$ cat config.mk
export PLATFORM = sky130hd
export DESIGN_NAME = tmtc_front
export DESIGN_NICKNAME = d
export VERILOG_FILES = /design/src/rtl/tmtc_pkg.sv /design/src/rtl/tmtc_front.sv
export SDC_FILE = /design/constraint.sdc
export NUM_CORES = 1
export LEC_CHECK = 0
export ABC_AREA = 1
export BUFFER_PORTS_ARGS = -buffer_cell sky130_fd_sc_hd__buf_2
export CORE_AREA = 3 3 125 127
export DETAILED_ROUTE_END_ITERATION = 8
export DIE_AREA = 0 0 128 130
export GPL_ROUTABILITY_DRIVEN = 0
export PLACE_DENSITY = 0.91
export SETUP_SLACK_MARGIN = 0.2
export SLEW_MARGIN = 25
export SYNTH_ARGS = -nofsm -noshare
export SYNTH_HDL_FRONTEND = slang
export SYNTH_SLANG_ARGS = --single-unit
$ cat constraint.sdc
create_clock -name clk -period 24.5 [get_ports clk]
set_clock_uncertainty 0.2 [all_clocks]
set_input_delay 4.9 -clock clk [delete_from_list [all_inputs] [get_ports clk]]
set_output_delay 4.9 -clock clk [all_outputs]
set_load 0.05 [all_outputs]
$ cat src/rtl/tmtc_pkg.sv
// ----------------------------------------------------------------------------
// Tempo map converter package
// Shared types, constants and helpers for the tick and time converter.
// ----------------------------------------------------------------------------
package tmtc_pkg;

	localparam int unsigned MAX_EVENTS_DEF = 64;
	localparam int unsigned FRAC_BITS_DEF  = 16;

	// Input command codes
	localparam logic [2:0] CMD_CLEAR    = 3'd0;
	localparam logic [2:0] CMD_INSERT   = 3'd1;
	localparam logic [2:0] CMD_TO_TIME  = 3'd2;
	localparam logic [2:0] CMD_TO_TICK  = 3'd3;
	localparam logic [2:0] CMD_DURATION = 3'd4;

	// Result status codes
	localparam logic [1:0] STAT_OK         = 2'd0;
	localparam logic [1:0] STAT_BAD_TEMPO  = 2'd1;
	localparam logic [1:0] STAT_TABLE_FULL = 2'd2;

	// Configuration register indexes
	localparam logic CFG_TICKS_PER_BEAT = 1'b0;
	localparam logic CFG_DEFAULT_BPM    = 1'b1;

	localparam logic [15:0] TPB_RESET        = 16'd480;
	localparam logic [19:0] BPM_LO           = 20'd1000;
	localparam logic [19:0] BPM_HI           = 20'd1000000;
	localparam logic [19:0] BPM_RESET        = 20'd120000;
	localparam logic [25:0] QUARTER_RESET    = 26'd500000;
	localparam logic [35:0] US_PER_MIN_MILLI = 36'd60000000000;
	localparam logic [62:0] TIME_MAX         = {63{1'b1}};
	localparam logic [30:0] TICK_MAX         = {31{1'b1}};

	typedef struct packed {
		logic [2:0]         command;
		logic signed [31:0] tick;
		logic signed [31:0] end_tick;
		logic [19:0]        bpm_milli;
		logic [62:0]        time_in;
	} in_t;

	typedef struct packed {
		logic [1:0]  status;
		logic [62:0] time_out;
		logic [30:0] tick_out;
		logic [19:0] bpm_out;
	} out_t;

	typedef enum logic [2:0] {
		KIND_CLEAR,
		KIND_INSERT,
		KIND_TO_TIME,
		KIND_TO_TICK,
		KIND_DURATION,
		KIND_NONE
	} kind_e;

	// Classified command as it waits in the queue
	typedef struct packed {
		kind_e       kind;
		logic        tempo_ok;
		logic [30:0] t0;
		logic [30:0] t1;
		logic [19:0] bpm;
		logic [62:0] time_in;
	} item_t;

	typedef struct packed {
		logic [30:0] start;
		logic [19:0] tempo;
		logic [25:0] quarter;
	} entry_t;

	typedef struct packed {
		logic [15:0] ticks_per_beat;
		logic [19:0] default_bpm;
	} cfg_t;

	typedef enum logic [4:0] {
		ST_IDLE,
		ST_Q_DIV,
		ST_Q_WAIT,
		ST_CLR_WR,
		ST_INS_RD,
		ST_INS_CHK,
		ST_INS_DEC,
		ST_MV_RD,
		ST_MV_WR,
		ST_WALK_START,
		ST_WALK_CUR,
		ST_WALK_NXT,
		ST_TT_CHK,
		ST_TT_END,
		ST_TK_CHK,
		ST_SEG_MUL,
		ST_SEG_DIV,
		ST_SEG_WAIT,
		ST_TK_MUL,
		ST_TK_DIV,
		ST_TK_WAIT,
		ST_BPM_START,
		ST_BPM_RD,
		ST_BPM_CHK,
		ST_DONE
	} state_e;

	function automatic logic bpm_ok(input logic [19:0] m);
		return (m >= BPM_LO) && (m <= BPM_HI);
	endfunction

	function automatic logic [30:0] clamp_tick(input logic signed [31:0] raw);
		return raw[31] ? 31'd0 : raw[30:0];
	endfunction

endpackage

$ cat src/rtl/tmtc_front.sv
// ----------------------------------------------------------------------------
// Tempo map converter front end
// Takes command beats, clamps ticks, checks tempos and queues the result.
// ----------------------------------------------------------------------------
module tmtc_front (
	input  logic              clk,
	input  logic              arst_n,
	input  logic              in_valid,
	output logic              in_ready,
	input  tmtc_pkg::in_t     in_data,
	input  logic [19:0]       default_bpm,
	output logic              push,
	output tmtc_pkg::item_t   push_data,
	input  logic              q_full
);
	import tmtc_pkg::*;

	item_t       item_s1;
	logic        valid_s1;
	item_t       cls;
	logic [30:0] t0;
	logic [30:0] t1;

	always_comb begin
		t0 = clamp_tick(in_data.tick);
		t1 = clamp_tick(in_data.end_tick);
		if (t1 < t0) begin
			t1 = t0;
		end
		cls.t0       = t0;
		cls.t1       = t1;
		cls.time_in  = in_data.time_in;
		cls.tempo_ok = bpm_ok(in_data.bpm_milli);
		cls.bpm      = in_data.bpm_milli;
		case (in_data.command)
			CMD_CLEAR: begin
				cls.kind     = KIND_CLEAR;
				// Fallback chain: given tempo, then default register, then reset tempo.
				cls.tempo_ok = 1'b1;
				if (bpm_ok(in_data.bpm_milli)) begin
					cls.bpm = in_data.bpm_milli;
				end else if (bpm_ok(default_bpm)) begin
					cls.bpm = default_bpm;
				end else begin
					cls.bpm = BPM_RESET;
				end
			end
			CMD_INSERT:   cls.kind = KIND_INSERT;
			CMD_TO_TIME:  cls.kind = KIND_TO_TIME;
			CMD_TO_TICK:  cls.kind = KIND_TO_TICK;
			CMD_DURATION: cls.kind = KIND_DURATION;
			default:      cls.kind = KIND_NONE;
		endcase
	end

	assign push      = valid_s1 && !q_full;
	assign push_data = item_s1;
	assign in_ready  = !valid_s1 || !q_full;

	always_ff @(posedge clk or negedge arst_n) begin
		if (!arst_n) begin
			valid_s1 <= 1'b0;
		end else if (in_ready) begin
			valid_s1 <= in_valid;
		end
	end

	always_ff @(posedge clk) begin
		if (in_ready && in_valid) begin
			item_s1 <= cls;
		end
	end

endmodule

; After elaboration in Yosys (flattened, before gate mapping)
; Index checks and enable logic that the tools add are counted.
[word_totals]
out_inout_bits = 151
rom_bits = 0
mem_count = 0
latchBits = 0
input_bits = 174
reg_bits = 150
ram_bits = 0
[op_classes]
eq_ne = 4
muxes = 7
bitwise_logic = 0
reduce_logical = 8
n_lt_le_gt_ge = 5
n_mul = 0
n_shift = 0
n_addsub = 0
div_mod_pow = 0
[op_table]
columns = op, n
row1 = 2-to-1 mux 31 bit, 3
row2 = 2-to-1 mux 20 bit, 3
row3 = >= comparator 20 x 10 -> 1 bit (second input constant), 2
row4 = <= comparator 20 bit (second input constant), 2
row5 = less-than comparator 31 bit, 1
row6 = one-hot mux 3 bit (5 select lines), 1
row7 = equality test 3 x 2 -> 1 bit (second input constant), 2
row8 = logical AND 1 bit, 4
row9 = equality test 3 x 1 -> 1 bit (second input constant), 1
row10 = equality test 3 bit (second input constant), 1
row11 = zero test 3 bit, 1
row12 = zero test 1 bit, 2
row13 = logical OR 1 bit, 1

; Depth between registers and ports, before layout
[logic_depth]
word_depth = 5
ltp_mapped = 17
depth_no_buf = 15

; Worst setup path before layout
; Ideal clock, no wire load.
[synth_timing]
kind = input -> register
startpoint = input port in_valid
endpoint = register item_s1, in the netlist push_data[0] (enable)
arrival_time_ns = 12.108
n_path_buf = 0
cell_stages = 2
slack_ns = 11.486
cell_sequence = inv_1 > a21oi_1
[synth_between]
elab_chain_cells = 1
[synth_lines]
columns = element, line_no
row1 = from (decl), tmtc_front.sv:8  ; input logic in_valid,
row2 = logical AND 1 bit, tmtc_front.sv:69  ; if (in_ready && in_valid) begin
row3 = to (signal assigned), tmtc_front.sv:70  ; item_s1 <= cls;
row4 = to (decl), tmtc_front.sv:18  ; item_t item_s1;
; Every way passes these cells.
; A chain may end at the register's enable or synchronous reset.

; Worst setup path in the final report
[layout_timing]
startpoint = input port q_full
endpoint = output port push
[layout_between]
elab_chain_cells = 2
[layout_lines]
columns = element, line_no
row1 = from (decl), tmtc_front.sv:14  ; input logic q_full
row2 = zero test 1 bit, tmtc_front.sv:56  ; assign push = valid_s1 && !q_full;
row3 = logical AND 1 bit, tmtc_front.sv:56
row4 = to (decl), tmtc_front.sv:12  ; output logic push,
; Every way passes these cells.

==> reports/summary.txt <==
==================================================================================
M1 WL                                                                      7681 um
Final period demand of the worst path                                     10.49 ns
Standard-cell row count                                                         44
Average cell area after synthesis                                        10.33 um2
Nature of the critical path startpoint                                  input port
Initial DRT Pass Iterations                                                      6
Uppermost metal layer occupied by signal nets                                 met4
Number of H-tree levels                                                          4
Arrival time reported for the critical path endpoint                       5.39 ns
Sequential group share of total power                                        0.440
Die Ht                                                                      130 um
Switching power of the nets                                            0.0002092 W
Die outline width                                                           128 um
Root Buffer Master                                                    sky130_fd_sc_hd__clkbuf_16
Unrepaired setup endpoints after global routing                                 no
Number of violations of the max-capacitance limit                                0
Worst-path cell with the longest stage delay                          sky130_fd_sc_hd__buf_2
Critical path buffers and inverters                                              2
Residual antenna-violating net count after detailed routing                      0
Final Max Slew Viols                                                             0
Worst-path fanout max                                                            3
Number of top-level design ports                                               325
Post CTS Setup Buffer Count                                                      0
Global Route Usage Sum                                                      0.2384
Outcome                                                                  completed
Final worst path period share                                               0.4281
Setup Crit Path Kind                                                  input port to output pin
Top delay family on crit path                                         buffers and inverters
Library cell with the largest summed area after synthesis             sky130_fd_sc_hd__edfxtp_1
Global-route congestion overflow total                                           0
Most prevalent standard cell on the critical path                     sky130_fd_sc_hd__buf_2
R2r startpoint                                                            valid_s1
First-pass GRT wire length                                               30,450 um
Slew at the pin closest to its max-slew limit                             1.015 ns
Final setup violation count                                                      0
Initial Utilization                                                         0.4798
Met3 WL post-DR                                                            1602 um
Post-detailed-route DRC marker count                                             0
Total Die Area                                                         0.01664 mm2
Peak per-stage delay on the critical path                                  0.26 ns
Class of the most critical hold timing path                           register to register
Cell count after synthesis                                                     675
Part of the total power dissipated in the clock network                      0.365
Wire length per cell after detailed routing                               17.11 um
Maximum clock path buffer count                                                  2
Standby leakage power                                                     4.757 nW
TNS Setup                                                                     0 ns
Via count of the first global-routing pass                                   5,802
Startpoint of the most critical hold path                                 valid_s1
Count of endpoints failing hold in the final timing report                       0
Count of distinct cell types in the synthesized netlist                         28
DP HPWL                                                                  15,480 um
Required time at the worst-slack endpoint                                 19.40 ns
DRC violation total after the first TritonRoute iteration                      448
Number of antenna violations at the first check in global routing                0
Reg clk slew, reported paths                                               0.06 ns
Share of final-layout standard cells stronger than drive strength 1         0.3695
YS warnings                                                                      0
Source-to-sink clock delay at the later pin of the worst-skew pair         0.41 ns
Number of buffer cells added on primary ports                                  324
Top cell type's share of synthesized area                                   0.6417
Pin count of the biggest net entering global routing                            68
Int Pwr                                                                0.0004870 W
Area contributors post-synth                                          sky130_fd_sc_hd__edfxtp_1 (64%), sky130_fd_sc_hd__nand2_1 (11%), sky130_fd_sc_hd__ha_1 (5.4%), sky130_fd_sc_hd__inv_1 (5.1%), sky130_fd_sc_hd__nor2_1 (4.0%)
Launch point of the critical path                                           q_full
CTS Hold Bufs                                                                    0
Post-synth design cell area                                           0.006973 mm2
Chain of cells forming the critical path                              buf_2, nor2_1, buf_2
Clock buffer count from CTS                                                     17
Core Footprint                                                         0.01453 mm2
Cells resized by post-CTS repair                                                 0
Net count after synthesis                                                      879
Sum of met2 wire segment lengths after detailed routing                  10,510 um
Clock sink count                                                               150
Part of the Yosys area used for sequential elements                         0.6453
Power density cells                                                   74.32 mW/mm2
Hold slack                                                               0.3969 ns
Vias after detailed routing                                                  6,095
Fraction of power spent switching nets                                      0.3005
Aggregate routed wire length                                             20,510 um
Worst slew margin                                                           0.3193
Antenna Diode Count                                                              0
Maximum vdd drop                                                      0.00003870 V
Combinational group share of total power                                     0.194
Average vias per placed instance                                             5.083
Total of flip-flops plus latches after synthesis                               150
Area Overhead vs Synth                                                      34.34%
TritonCTS clock tree                                                           yes
Capturing element type of the critical path                             output pin
Highest clock rate                                                     0.09535 GHz
Fin nets                                                                     1,207
==================================================================================
tightest hold or removal path: cells and delay by family (launching register included):
| family | cells | cell delay, ns |
|---|---|---|
| flip-flops | 1 | 0.42 |
| AND/OR/NAND/NOR | 2 | 0.15 |
flip-flops by register name, summed over array words and instances (netlist names):
name / cells
valid_s1: 1
push_data: 149
cell families after synthesis:
| kind of cell | share of synthesized area |
|---|---|
| AO/OA/AOI/OAI | 0.02279 |
| adder cells (fa/ha/maj) | 0.05383 |
| buffers and inverters | 0.06675 |
| flip-flops | 0.6453 |
| AND/OR/NAND/NOR | 0.2114 |
through the flow:
step	std cells	setup slack [ns]	total power [W]	instance area, um2	util
3_3_place_gp	1167	14.01	0.0004413	8765	0.6030
5_1_grt	1199	13.97	0.0007212	9368	0.6445
3_5_place_dp	1167	14.01	0.0004456	8765	0.6030
4_1_cts	1198	14.01	0.0007000	9340	0.6426
6_report	1199	14.01	0.0006962	9368	0.6445
2_1_floorplan	675	11.49	0.0004061	6973	-
per-layer routing:
layer,GRT usage,vias up
li1,-,2888
met1,0.2961,2790
met2,0.4140,361
met3,0.04093,56
met4,0.1011,0
met5,0,-
cell usage in the layout, fill, tap and decap left out, drive strengths merged, types with 3 or more instances in the layout:
master,count
nor2,78
edfxtp,149
clkbuf,17
o21ai,5
nand3,41
clkinv,6
nand2,206
nor4,3
o21bai,3
a21oi,17
ha,30
inv,100
nor3,7
buf,329
nand4,13
final timing paths:
kind,to,slack [ns],cells after the start
worst max-delay path,push,14.01,3
worst min-delay path,valid_s1,0.40,2
worst max register to register,push_data[133],22.04,3
worst min register to register,valid_s1,0.40,2
max in group asynchronous,valid_s1,19.95,1
min in group asynchronous,valid_s1,4.06,1
power groups by stage:
stage	Clock [W]	Sequential [W]	Combinational, W
finish	0.000254	0.000306	0.000135
global route	0.000269	0.000308	0.000145
floorplan	0	0.000369	0.0000374
global placement	0	0.000311	0.000130
detailed placement	0	0.000312	0.000134
CTS	0.000259	0.000307	0.000135
cell type report:
type	instances	area, um2
clock buffer	17	425.4
clock inverter	14	150.1
fill	1143	5166
inverter	96	360.3
multi-input combinational	409	2023
sequential	150	4499
tap	184	230.2
timing repair buffer	329	1679
synthesized netlist by cell type, drive strengths merged:
master and n:
nand2 206, edfxtp 149, inv 96, nor2 78, nand3 41, ha 30
a21oi 17, buf 13, nand4 13, clkbuf 7, nor3 7, o21ai 5
nor4 3, o21bai 3, and2 2, nand3b 2, o21a 2, dfrtp 1
(Power assumes the default switching activity.)
