<file path="src/rtl/tmtc_pkg.sv">
// ----------------------------------------------------------------------------
// Tempo map converter package
// Shared types, constants and helpers for the tick and time converter.
// ----------------------------------------------------------------------------
package tmtc_pkg;

	localparam int unsigned MAX_EVENTS_DEF = 64;
	localparam int unsigned FRAC_BITS_DEF  = 16;

	// Input command codes
	localparam logic [2:0] CMD_CLEAR    = 3'd0;
	localparam logic [2:0] CMD_INSERT   = 3'd1;
	localparam logic [2:0] CMD_TO_TIME  = 3'd2;
	localparam logic [2:0] CMD_TO_TICK  = 3'd3;
	localparam logic [2:0] CMD_DURATION = 3'd4;

	// Result status codes
	localparam logic [1:0] STAT_OK         = 2'd0;
	localparam logic [1:0] STAT_BAD_TEMPO  = 2'd1;
	localparam logic [1:0] STAT_TABLE_FULL = 2'd2;

	// Configuration register indexes
	localparam logic CFG_TICKS_PER_BEAT = 1'b0;
	localparam logic CFG_DEFAULT_BPM    = 1'b1;

	localparam logic [15:0] TPB_RESET        = 16'd480;
	localparam logic [19:0] BPM_LO           = 20'd1000;
	localparam logic [19:0] BPM_HI           = 20'd1000000;
	localparam logic [19:0] BPM_RESET        = 20'd120000;
	localparam logic [25:0] QUARTER_RESET    = 26'd500000;
	localparam logic [35:0] US_PER_MIN_MILLI = 36'd60000000000;
	localparam logic [62:0] TIME_MAX         = {63{1'b1}};
	localparam logic [30:0] TICK_MAX         = {31{1'b1}};

	typedef struct packed {
		logic [2:0]         command;
		logic signed [31:0] tick;
		logic signed [31:0] end_tick;
		logic [19:0]        bpm_milli;
		logic [62:0]        time_in;
	} in_t;

	typedef struct packed {
		logic [1:0]  status;
		logic [62:0] time_out;
		logic [30:0] tick_out;
		logic [19:0] bpm_out;
	} out_t;

	typedef enum logic [2:0] {
		KIND_CLEAR,
		KIND_INSERT,
		KIND_TO_TIME,
		KIND_TO_TICK,
		KIND_DURATION,
		KIND_NONE
	} kind_e;

	// Classified command as it waits in the queue
	typedef struct packed {
		kind_e       kind;
		logic        tempo_ok;
		logic [30:0] t0;
		logic [30:0] t1;
		logic [19:0] bpm;
		logic [62:0] time_in;
	} item_t;

	typedef struct packed {
		logic [30:0] start;
		logic [19:0] tempo;
		logic [25:0] quarter;
	} entry_t;

	typedef struct packed {
		logic [15:0] ticks_per_beat;
		logic [19:0] default_bpm;
	} cfg_t;

	typedef enum logic [4:0] {
		ST_IDLE,
		ST_Q_DIV,
		ST_Q_WAIT,
		ST_CLR_WR,
		ST_INS_RD,
		ST_INS_CHK,
		ST_INS_DEC,
		ST_MV_RD,
		ST_MV_WR,
		ST_WALK_START,
		ST_WALK_CUR,
		ST_WALK_NXT,
		ST_TT_CHK,
		ST_TT_END,
		ST_TK_CHK,
		ST_SEG_MUL,
		ST_SEG_DIV,
		ST_SEG_WAIT,
		ST_TK_MUL,
		ST_TK_DIV,
		ST_TK_WAIT,
		ST_BPM_START,
		ST_BPM_RD,
		ST_BPM_CHK,
		ST_DONE
	} state_e;

	function automatic logic bpm_ok(input logic [19:0] m);
		return (m >= BPM_LO) && (m <= BPM_HI);
	endfunction

	function automatic logic [30:0] clamp_tick(input logic signed [31:0] raw);
		return raw[31] ? 31'd0 : raw[30:0];
	endfunction

endpackage

</file>
<file path="src/rtl/tmtc_queue.sv">
// ----------------------------------------------------------------------------
// Tempo map converter command queue
// Two-entry queue between the classifying front end and the sequencer.
// ----------------------------------------------------------------------------
module tmtc_queue (
	input  logic                 clk,
	input  logic                 arst_n,
	input  logic                 push,
	input  tmtc_pkg::item_t      push_data,
	output logic                 full,
	input  logic                 pop,
	output logic                 not_empty,
	output tmtc_pkg::item_t      pop_data
);
	import tmtc_pkg::*;

	item_t      slot_q [2];
	logic       wr_ptr_q;
	logic       rd_ptr_q;
	logic [1:0] fill_q;

	assign full      = fill_q == 2'd2;
	assign not_empty = fill_q != 2'd0;
	assign pop_data  = slot_q[rd_ptr_q];

	always_ff @(posedge clk or negedge arst_n) begin
		if (!arst_n) begin
			wr_ptr_q <= 1'b0;
			rd_ptr_q <= 1'b0;
			fill_q   <= 2'd0;
		end else begin
			if (push) begin
				wr_ptr_q <= ~wr_ptr_q;
			end
			if (pop) begin
				rd_ptr_q <= ~rd_ptr_q;
			end
			if (push && !pop) begin
				fill_q <= fill_q + 2'd1;
			end else if (pop && !push) begin
				fill_q <= fill_q - 2'd1;
			end
		end
	end

	always_ff @(posedge clk) begin
		if (push) begin
			slot_q[wr_ptr_q] <= push_data;
		end
	end

endmodule

</file>
<file path="config.mk">
export PLATFORM = sky130hd
export DESIGN_NAME = tmtc_queue
export DESIGN_NICKNAME = d
export VERILOG_FILES = /design/src/rtl/tmtc_pkg.sv /design/src/rtl/tmtc_queue.sv
export SDC_FILE = /design/constraint.sdc
export NUM_CORES = 1
export LEC_CHECK = 0
export BUFFER_PORTS_ARGS = -buffer_cell sky130_fd_sc_hd__buf_2
export CORE_MARGIN = 2
export CORE_UTILIZATION = 35
export CTS_CLUSTER_DIAMETER = 40
export CTS_CLUSTER_SIZE = 24
export DETAILED_ROUTE_END_ITERATION = 6
export PLACE_DENSITY = 0.65
export SYNTH_ARGS = -nofsm -noshare
export SYNTH_HDL_FRONTEND = slang
export SYNTH_SLANG_ARGS = --single-unit
</file>
<file path="constraint.sdc">
create_clock -name clk -period 8.2 [get_ports clk]
set_clock_uncertainty 0.1 [all_clocks]
set_input_delay 0.82 -clock clk [delete_from_list [all_inputs] [get_ports clk]]
set_output_delay 0.82 -clock clk [all_outputs]
set_load 0.02 [all_outputs]
</file>
Yosys cells after proc, flatten, opt, wreduce, memory -nomap -nowiden
Memories as Yosys holds them, arrays and structs flattened.
Index checks and enable logic that the tools add are counted.
Storage, ports and cells
  register bits after elaboration: 4
  memories: 1
  word-level logic and storage cells: 19
  output and inout port bits: 151
  bits of input ports: 153
  RAM bits: 298
Memories
  slot_q: depth 2, bits a word 149, read ports 1, clocked after Yosys merged registers in 0, write ports 1, RTL line tmtc_queue.sv:17  | item_t slot_q [2];
Operators by class
  mux-type cells: 4
  add/subtract/negate cells: 2
  eq/ne operators: 1
  bitwise operators: 2
  reductions and logical operators: 6
Operators with widths (number)
  2-bit 2-to-1 mux: 2
  2-bit nonzero test: 2
  2-bit by 1-bit adder with 2-bit output (second input constant): 1
  2-bit equality test (second input constant): 1
  1-bit logical AND: 2
  1-bit zero test: 2
  1-bit 2-to-1 mux: 2
  1-bit inverter: 2
  2-bit by 1-bit subtractor with 2-bit output (second input constant): 1

Logic depth before layout (Yosys ltp)
Gate-level depths: netlist of run 1.
  depth after elaboration: 4
  depth in mapped cells: 5
  gate-level depth less buffers: 5

Worst setup path after synthesis of run 1
Ideal clock, no wire load.
  path kind: input to register
  from: input push
  to: memory slot_q[0][0] (netlist name) (enable)
  setup slack: 0.158 ns
  data required time: 7.423 ns
  data arrival time: 7.265 ns
  path buffers: 0
  stages: 1
  library setup time: 0.677 ns
  path through: nor2b_1
On the way
  longest elaborated chain between the ends: 2
RTL lines
  start, declared: RTL line tmtc_queue.sv:8  | input logic push,
  1-bit 2-to-1 mux: RTL line tmtc_queue.sv:47  | if (push) begin
  1-bit 2-to-1 mux (not written as such): RTL line tmtc_queue.sv:48  | slot_q[wr_ptr_q] <= push_data;
  end, declared: RTL line tmtc_queue.sv:17
Every way passes these cells.

==> out/results.txt, run 1 <==
Worst Tran Pin Value = 1.033 ns
initial antenna violation count = 4
Fmax = 0.2513 GHz
Setup-failing EPs final = 0
drt total wl = 22.14 mm
Syn Std Cell Area = 11350 um2
gp weighted congestion = 0.7173
CTS tree = yes
post-synthesis sequential area ratio = 79.69%
core area = 31720 um2
post-synthesis net count = 634
Post-synth top cells = edfxtp_1 (298), mux2_4 (100), mux2_2 (49), buf_6 (11), buf_2 (5)
Vias/cell = 4.492
root buf cell = clkbuf_16
Max Cap Violations = 0
# Post-CTS Setup Buffers = 0
WP data arrival = 3.06 ns
FP Rows = 65
Clk Latency, worst-skew pair = 0.52 ns
most frequent cell after synthesis = edfxtp_1
main area contributors after synthesis = edfxtp_1 (79%), mux2_4 (13%), mux2_2 (4.9%), buf_6 (1.1%), dfrtp_1 (0.88%)
DP Area = 13270 um2
Leakage = 5.819 nW
fin. max-slew vios = 0
Post-synth EDFFs = 298
nets = 970
io pins = 304
Max-slew headroom = 31.15%
critical setup path kind = flip-flop to output port
DR WL/cell = 17.67 um
met1 WL = 8.768 mm
critical path launch point type = flip-flop
PwrDens = 383.4 nW/um2
TNS Setup = 0 ns
fin crit period = 3.980 ns
Pre-antenna DRT Iters = 4
total die area = 33900 um2
starting density of the core = 35.80%
Fill cells = 2760
number of distinct library cells after synthesis = 15
area share of the largest cell type after synthesis = 78.81%
Req. time, crit path = 7.28 ns
Synth Area in Adders = 0.1102%
vias in the first global route = 5876
smallest hold slack = 0.3852 ns
die width = 184.1 um
endpoints failing hold = 0
multi-input logic area = 2148 um2
Synth Area in XOR/XNOR = 0.3857%
met2 WL post-DR = 10.67 mm
final instance area = 14700 um2
grt total ovfl = 0
unrepaired setup endpoints after global routing = no
post-synth top area cell = edfxtp_1
IR drop worst, VDD = 0.2894 mV
TritonCTS Buffers = 41
layout cells sized above 1 = 63.02%
flop and latch count out of synthesis = 302
# placed instances = 1174
Synth Flop Type = edfxtp_1
count of non-filler cells in the finished layout = 1253
Post-DRT Antenna Nets = 0
highest metal used = met5
clock-pin slew on the worst setup and hold paths = 0.06 ns
largest net degree at the start of global routing = 68
number of port buffers = 303
CP Capture Type = output port
Synth Instances = 480
asr flop ratio synth = 1.325%
Clock Sinks = 302
Post-DP HPWL = 14.76 mm
largest family of logic cells by synthesized area = multiplexers
fin crit share = 48.53%
met3 WL = 2.138 mm
CTS Buffer Depth = 3
global-route wire length before repair = 32.73 mm
starting DRC count in detailed routing = 221
status = completed
Ys Warns = 0
Synth Area in Simple Gates = 0.2534%
multiplexer area fraction after synthesis = 18.08%
Residual DRC = 0
Tot GR Track Use = 12.58%
post-synthesis compound-gate area fraction = 0%
register area = 9052 um2
# H-tree levels = 2
Tot Pwr = 5.635 mW
Hold Crit Class = primary input to flip-flop
die height = 184.1 um
Crit Path Max Fanout = 63
Area Growth Syn to Fin = 29.44%
routed via count = 5629
Syn Area/Cell = 23.66 um2
post_cts resized = 0
==> cell usage in the layout, fill, tap and decap left out, drive strengths merged, types with 2 or more instances in the layout <==
| cell | n |
|---|---|
| buf | 309 |
| bufinv | 4 |
| clkbuf | 44 |
| clkinv | 14 |
| clkinvlp | 5 |
| dfrtp | 4 |
| diode | 2 |
| edfxtp | 298 |
| inv | 10 |
| mux2 | 149 |
| nor2b | 2 |
| xor2 | 4 |
==> area by class of cell <==
type                       count  share of cell area, %
clock buffer                  44                  7.347
clock inverter                32                  2.273
multi-input combinational    160                  14.62
sequential                   302                  61.59
tap                          402                  3.422
inverter                       1                0.02554
timing repair buffer         310                  10.69
antenna                        2                0.03405
==> critical path, stage by stage, from the launching register on <==
cell and delay, ns:
dfrtp_4 1.10, buf_4 0.80, mux2_4 0.36, buf_2 0.16
==> through the flow <==
step           worst slack (ns)  utilization (%)
6_report                  4.220            46.34
5_1_grt                   3.992            46.33
4_1_cts                   4.106            46.32
3_5_place_dp              4.676            41.83
3_3_place_gp              4.676            41.83
2_1_floorplan            0.1575                -
==> sequential cells by signal, indices dropped and copies added, names as in the netlist <==
register	count
rd_ptr_q	1
slot_q	298
wr_ptr_q	1
fill_q	2
==> power by group <==
| group | internal, mW | total [mW] | switching, mW |
|---|---|---|---|
| Sequential | 2.05 | 2.19 | 0.142 |
| Clock | 1.10 | 1.78 | 0.677 |
| Combinational | 0.728 | 1.66 | 0.934 |
| Total | 3.88 | 5.64 | 1.75 |
==> what timing repair did <==
item	CTS	global route
endpoints found under the hold margin	4	0
endpoints found under the setup margin	0	0
hold buffers	1	0
==> worst paths after layout <==
path | startpoint | end | slack, ns | cells past startpoint
worst max register to register | wr_ptr_q$_DFFE_PN0P_ | slot_q[0][103]$_DFFE_PP_ | 5.64 | 2
worst min-delay path | push_data[15] | slot_q[1][15]$_DFFE_PP_ | 0.39 | 1
worst max-delay path | rd_ptr_q$_DFFE_PN0P_ | pop_data[88] | 4.22 | 3
max in group asynchronous | arst_n | rd_ptr_q$_DFFE_PN0P_ | 7.33 | 2
min in group asynchronous | arst_n | fill_q[1]$_DFFE_PN0P_ | 0.53 | 2
worst min register to register | fill_q[1]$_DFFE_PN0P_ | fill_q[1]$_DFFE_PN0P_ | 0.39 | 1
==> layer usage <==
layer | global-route usage, % | vias to the layer above
li1 | - | 2608
met5 | 0 | -
met3 | 5.295 | 48
met1 | 14.82 | 2732
met2 | 20.68 | 237
met4 | 4.480 | 4
==> kinds of logic (layout without fill, tap and decap cells) <==
group / Yosys count / count (layout)
buf+inv: 18 / 387
xor+xnor: 5 / 5
flops: 302 / 302
other cells: 0 / 2
simple gates: 5 / 5
fa+ha+maj: 1 / 1
mux: 149 / 149
No activity file was read; power rests on OpenSTA's default activity.
==> inputs of run 2 (changes only) <==
--- a/config.mk
+++ b/config.mk
@@ -5,13 +5,14 @@
 export SDC_FILE = /design/constraint.sdc
 export NUM_CORES = 1
 export LEC_CHECK = 0
+export ABC_AREA = 1
 export BUFFER_PORTS_ARGS = -buffer_cell sky130_fd_sc_hd__buf_2
 export CORE_MARGIN = 2
 export CORE_UTILIZATION = 35
 export CTS_CLUSTER_DIAMETER = 40
 export CTS_CLUSTER_SIZE = 24
 export DETAILED_ROUTE_END_ITERATION = 6
-export PLACE_DENSITY = 0.65
+export PLACE_DENSITY = 0.63
 export SYNTH_ARGS = -nofsm -noshare
 export SYNTH_HDL_FRONTEND = slang
 export SYNTH_SLANG_ARGS = --single-unit
==> constraint.sdc (replaced) <==
create_clock -name clk -period 4.2 [get_ports clk]
set_clock_uncertainty 0.1 [all_clocks]
set_input_delay 0.42 -clock clk [delete_from_list [all_inputs] [get_ports clk]]
set_output_delay 0.42 -clock clk [all_outputs]
set_load 0.02 [all_outputs]
==> out/results.txt, run 2 <==
Clk Latency, worst-skew pair = 0.50 ns
GRT busiest layer = met2
status = completed
Post-synth top cells = edfxtp_1 (298), mux2_4 (100), mux2_2 (49), buf_6 (11), inv_1 (7)
main area contributors after synthesis = edfxtp_1 (79%), mux2_4 (13%), mux2_2 (4.9%), buf_6 (1.1%), dfrtp_1 (0.88%)
post_cts resized = 0
CTS Buffer Depth = 3
WP data arrival = 2.49 ns
vias in the first global route = 6347
fin crit period = 3.011 ns
asr flop ratio synth = 1.325%
endpoints failing hold = 0
CP Capture Type = output port
Residual DRC = 0
largest net degree at the start of global routing = 85
fin crit share = 71.69%
Worst Tran Pin Value = 0.9329 ns
PwrDens = 673.4 nW/um2
total die area = 33950 um2
switching power share of the total = 31.18%
Comb pwr share = 31.4%
Tot GR Track Use = 12.92%
io pins = 304
post-synth top area cell = edfxtp_1
Syn Std Cell Area = 11370 um2
Area Growth Syn to Fin = 41.69%
Max Cap Violations = 0
CP cell instances = buf_12 > mux2_2 > buf_2
clock-pin slew on the worst setup and hold paths = 0.06 ns
Syn Area/Cell = 23.26 um2
critical path launch point type = flip-flop
Reg with most FFs = slot_q
core area = 32290 um2
# Post-CTS Setup Buffers = 0
Req. time, crit path = 3.68 ns
Clock Sinks = 302
TritonCTS Buffers = 38
commonest cells after routing, fill and taps aside = buf_2 (303), edfxtp_1 (298), dlygate4sd3_1 (145)
Crit Path Max Fanout = 51
DR WL/cell = 15.83 um
# H-tree levels = 2
die width = 184.3 um
Fmax = 0.3321 GHz
Leakage = 6.394 nW
number of port buffers = 303
power share of the clock group = 29.4%
Post-synth EDFFs = 298
CP max-delay cell = dfrtp_4
Post-DP HPWL = 14.43 mm
Max-slew headroom = 37.80%
Synth Flop Type = edfxtp_1
final instance area = 16110 um2
Flop pwr share = 39.2%
initial antenna violation count = 1
Slowest Stage Delay on Critical Path = 0.94 ns
Net Sw Power = 3.384 mW
Largest regs = slot_q x298, fill_q x2
routed via count = 6124
fin. max-slew vios = 0
Pint = 7.467 mW
flop and latch count out of synthesis = 302
Post-DRT Antenna Nets = 0
most common cell after layout, fill and taps aside = buf_2
starting DRC count in detailed routing = 290
CTS tree = yes
Synth Instances = 489
global-route wire length before repair = 33.92 mm
Hold Crit Class = primary input to flip-flop
Ys Warns = 0
critical setup path kind = flip-flop to output port
grt total ovfl = 0
number of distinct library cells after synthesis = 15
number of flip-flops in the largest register = 298
met1 usage = 15.66%
most frequent cell after synthesis = edfxtp_1
post-synthesis net count = 643
met2 Resource Use GR = 21.33%
Pre-antenna DRT Iters = 4
post-synthesis sequential area ratio = 79.57%
die height = 184.3 um
nets = 1120
drt total wl = 22.75 mm
IR drop worst, VDD = 0.4105 mV
Setup-failing EPs final = 0
FP Rows = 66
TNS Setup = 0 ns
starting density of the core = 35.22%
unrepaired setup endpoints after global routing = no
area share of the largest cell type after synthesis = 78.69%
DP Area = 13390 um2
GR Layer Usage met3 = 4.861%
gp weighted congestion = 0.7082
layout cells sized above 1 = 52.82%
Vias/cell = 4.262
root buf cell = clkbuf_16
run 2: cell types whose count changed after synthesis, sizes merged:
cell	delta
xor2	-2
nand4	+1
nand3	+1
nor2	+1
or2	-1
nor2b	-2
inv	+6
and2	-1
nand2	+6
run 2: power by group through the flow:
| stage | Clock (mW) | Sequential (mW) | Combinational (mW) |
|---|---|---|---|
| floorplan | 0 | 4.22 | 2.55 |
| global placement | 0 | 4.30 | 3.34 |
| detailed placement | 0 | 4.32 | 3.35 |
| CTS | 3.28 | 4.26 | 3.47 |
| global route | 3.41 | 4.31 | 3.62 |
| finish | 3.19 | 4.25 | 3.40 |
run 2: worst paths after layout:
check | start | endpoint | slack (ns) | cells after the start
max | rd_ptr_q$_DFFE_PN0P_ | pop_data[21] | 1.19 | 3
min reg2reg | fill_q[1]$_DFFE_PN0P_ | fill_q[1]$_DFFE_PN0P_ | 0.39 | 2
max in group asynchronous | arst_n | rd_ptr_q$_DFFE_PN0P_ | 3.69 | 2
min | push_data[54] | slot_q[0][54]$_DFFE_PP_ | 0.02 | 1
max reg2reg | wr_ptr_q$_DFFE_PN0P_ | slot_q[1][44]$_DFFE_PP_ | 2.17 | 3
min in group asynchronous | arst_n | fill_q[0]$_DFFE_PN0P_ | 0.16 | 2
run 2: kinds of logic (layout without fill, tap and decap cells):
kind of cell | after synthesis | after routing | synth area share (%)
adder cells (fa/ha/maj) | 1 | 1 | 0.1100
flip-flops | 302 | 302 | 79.57
AND/OR/NAND/NOR | 10 | 10 | 0.3631
multiplexers | 149 | 149 | 18.05
XOR/XNOR | 3 | 3 | 0.2311
other | 0 | 1 | 0
buffers and inverters | 24 | 529 | 1.672
run 2: cell type report:
| class | instances | area, um2 |
|---|---|---|
| Antenna cell | 1 | 2.502 |
| Inverter | 7 | 31.28 |
| Clock buffer | 42 | 997.2 |
| Timing Repair Buffer | 454 | 3063 |
| Sequential cell | 302 | 9052 |
| Multi-Input combinational cell | 163 | 2141 |
| Clock inverter | 26 | 272.8 |
| Tap cell | 442 | 553.0 |
| Fill cell | 2680 | 16180 |
run 2: timing repair:
item | in CTS | in global routing
hold buffers | 144 | 1
hold endpoints to repair | 288 | 2
setup endpoints to repair | 0 | 0
run 2: per-stage QoR:
| step | util, % | hold WS [ns] | total power [mW] | std cells | setup WS, ns |
|---|---|---|---|---|---|
| detailed placement | 41.47 | 0.1378 | 7.671 | 1223 | 1.671 |
| finish | 49.90 | 0.02469 | 10.85 | 1437 | 1.189 |
| global placement | 41.47 | 0.1387 | 7.645 | 1223 | 1.674 |
| CTS | 49.86 | 0.001678 | 11.01 | 1435 | 1.120 |
| floorplan | - | 0.02441 | 6.765 | 489 | 0.2432 |
| global route | 49.90 | 0.0003463 | 11.34 | 1436 | 1.067 |
run 2: critical path: cells and delay by family, from the launching register on:
kind                   cells  cell delay [ns]
muxes                      1             0.42
DFF                        1             0.94
buffers and inverters      2             0.55
run 2: per-layer routing:
metal,vias up,routed length [um]
met4,0,498
met3,36,1977
met2,240,10860
li1,2903,-
met5,-,0
met1,2945,9407
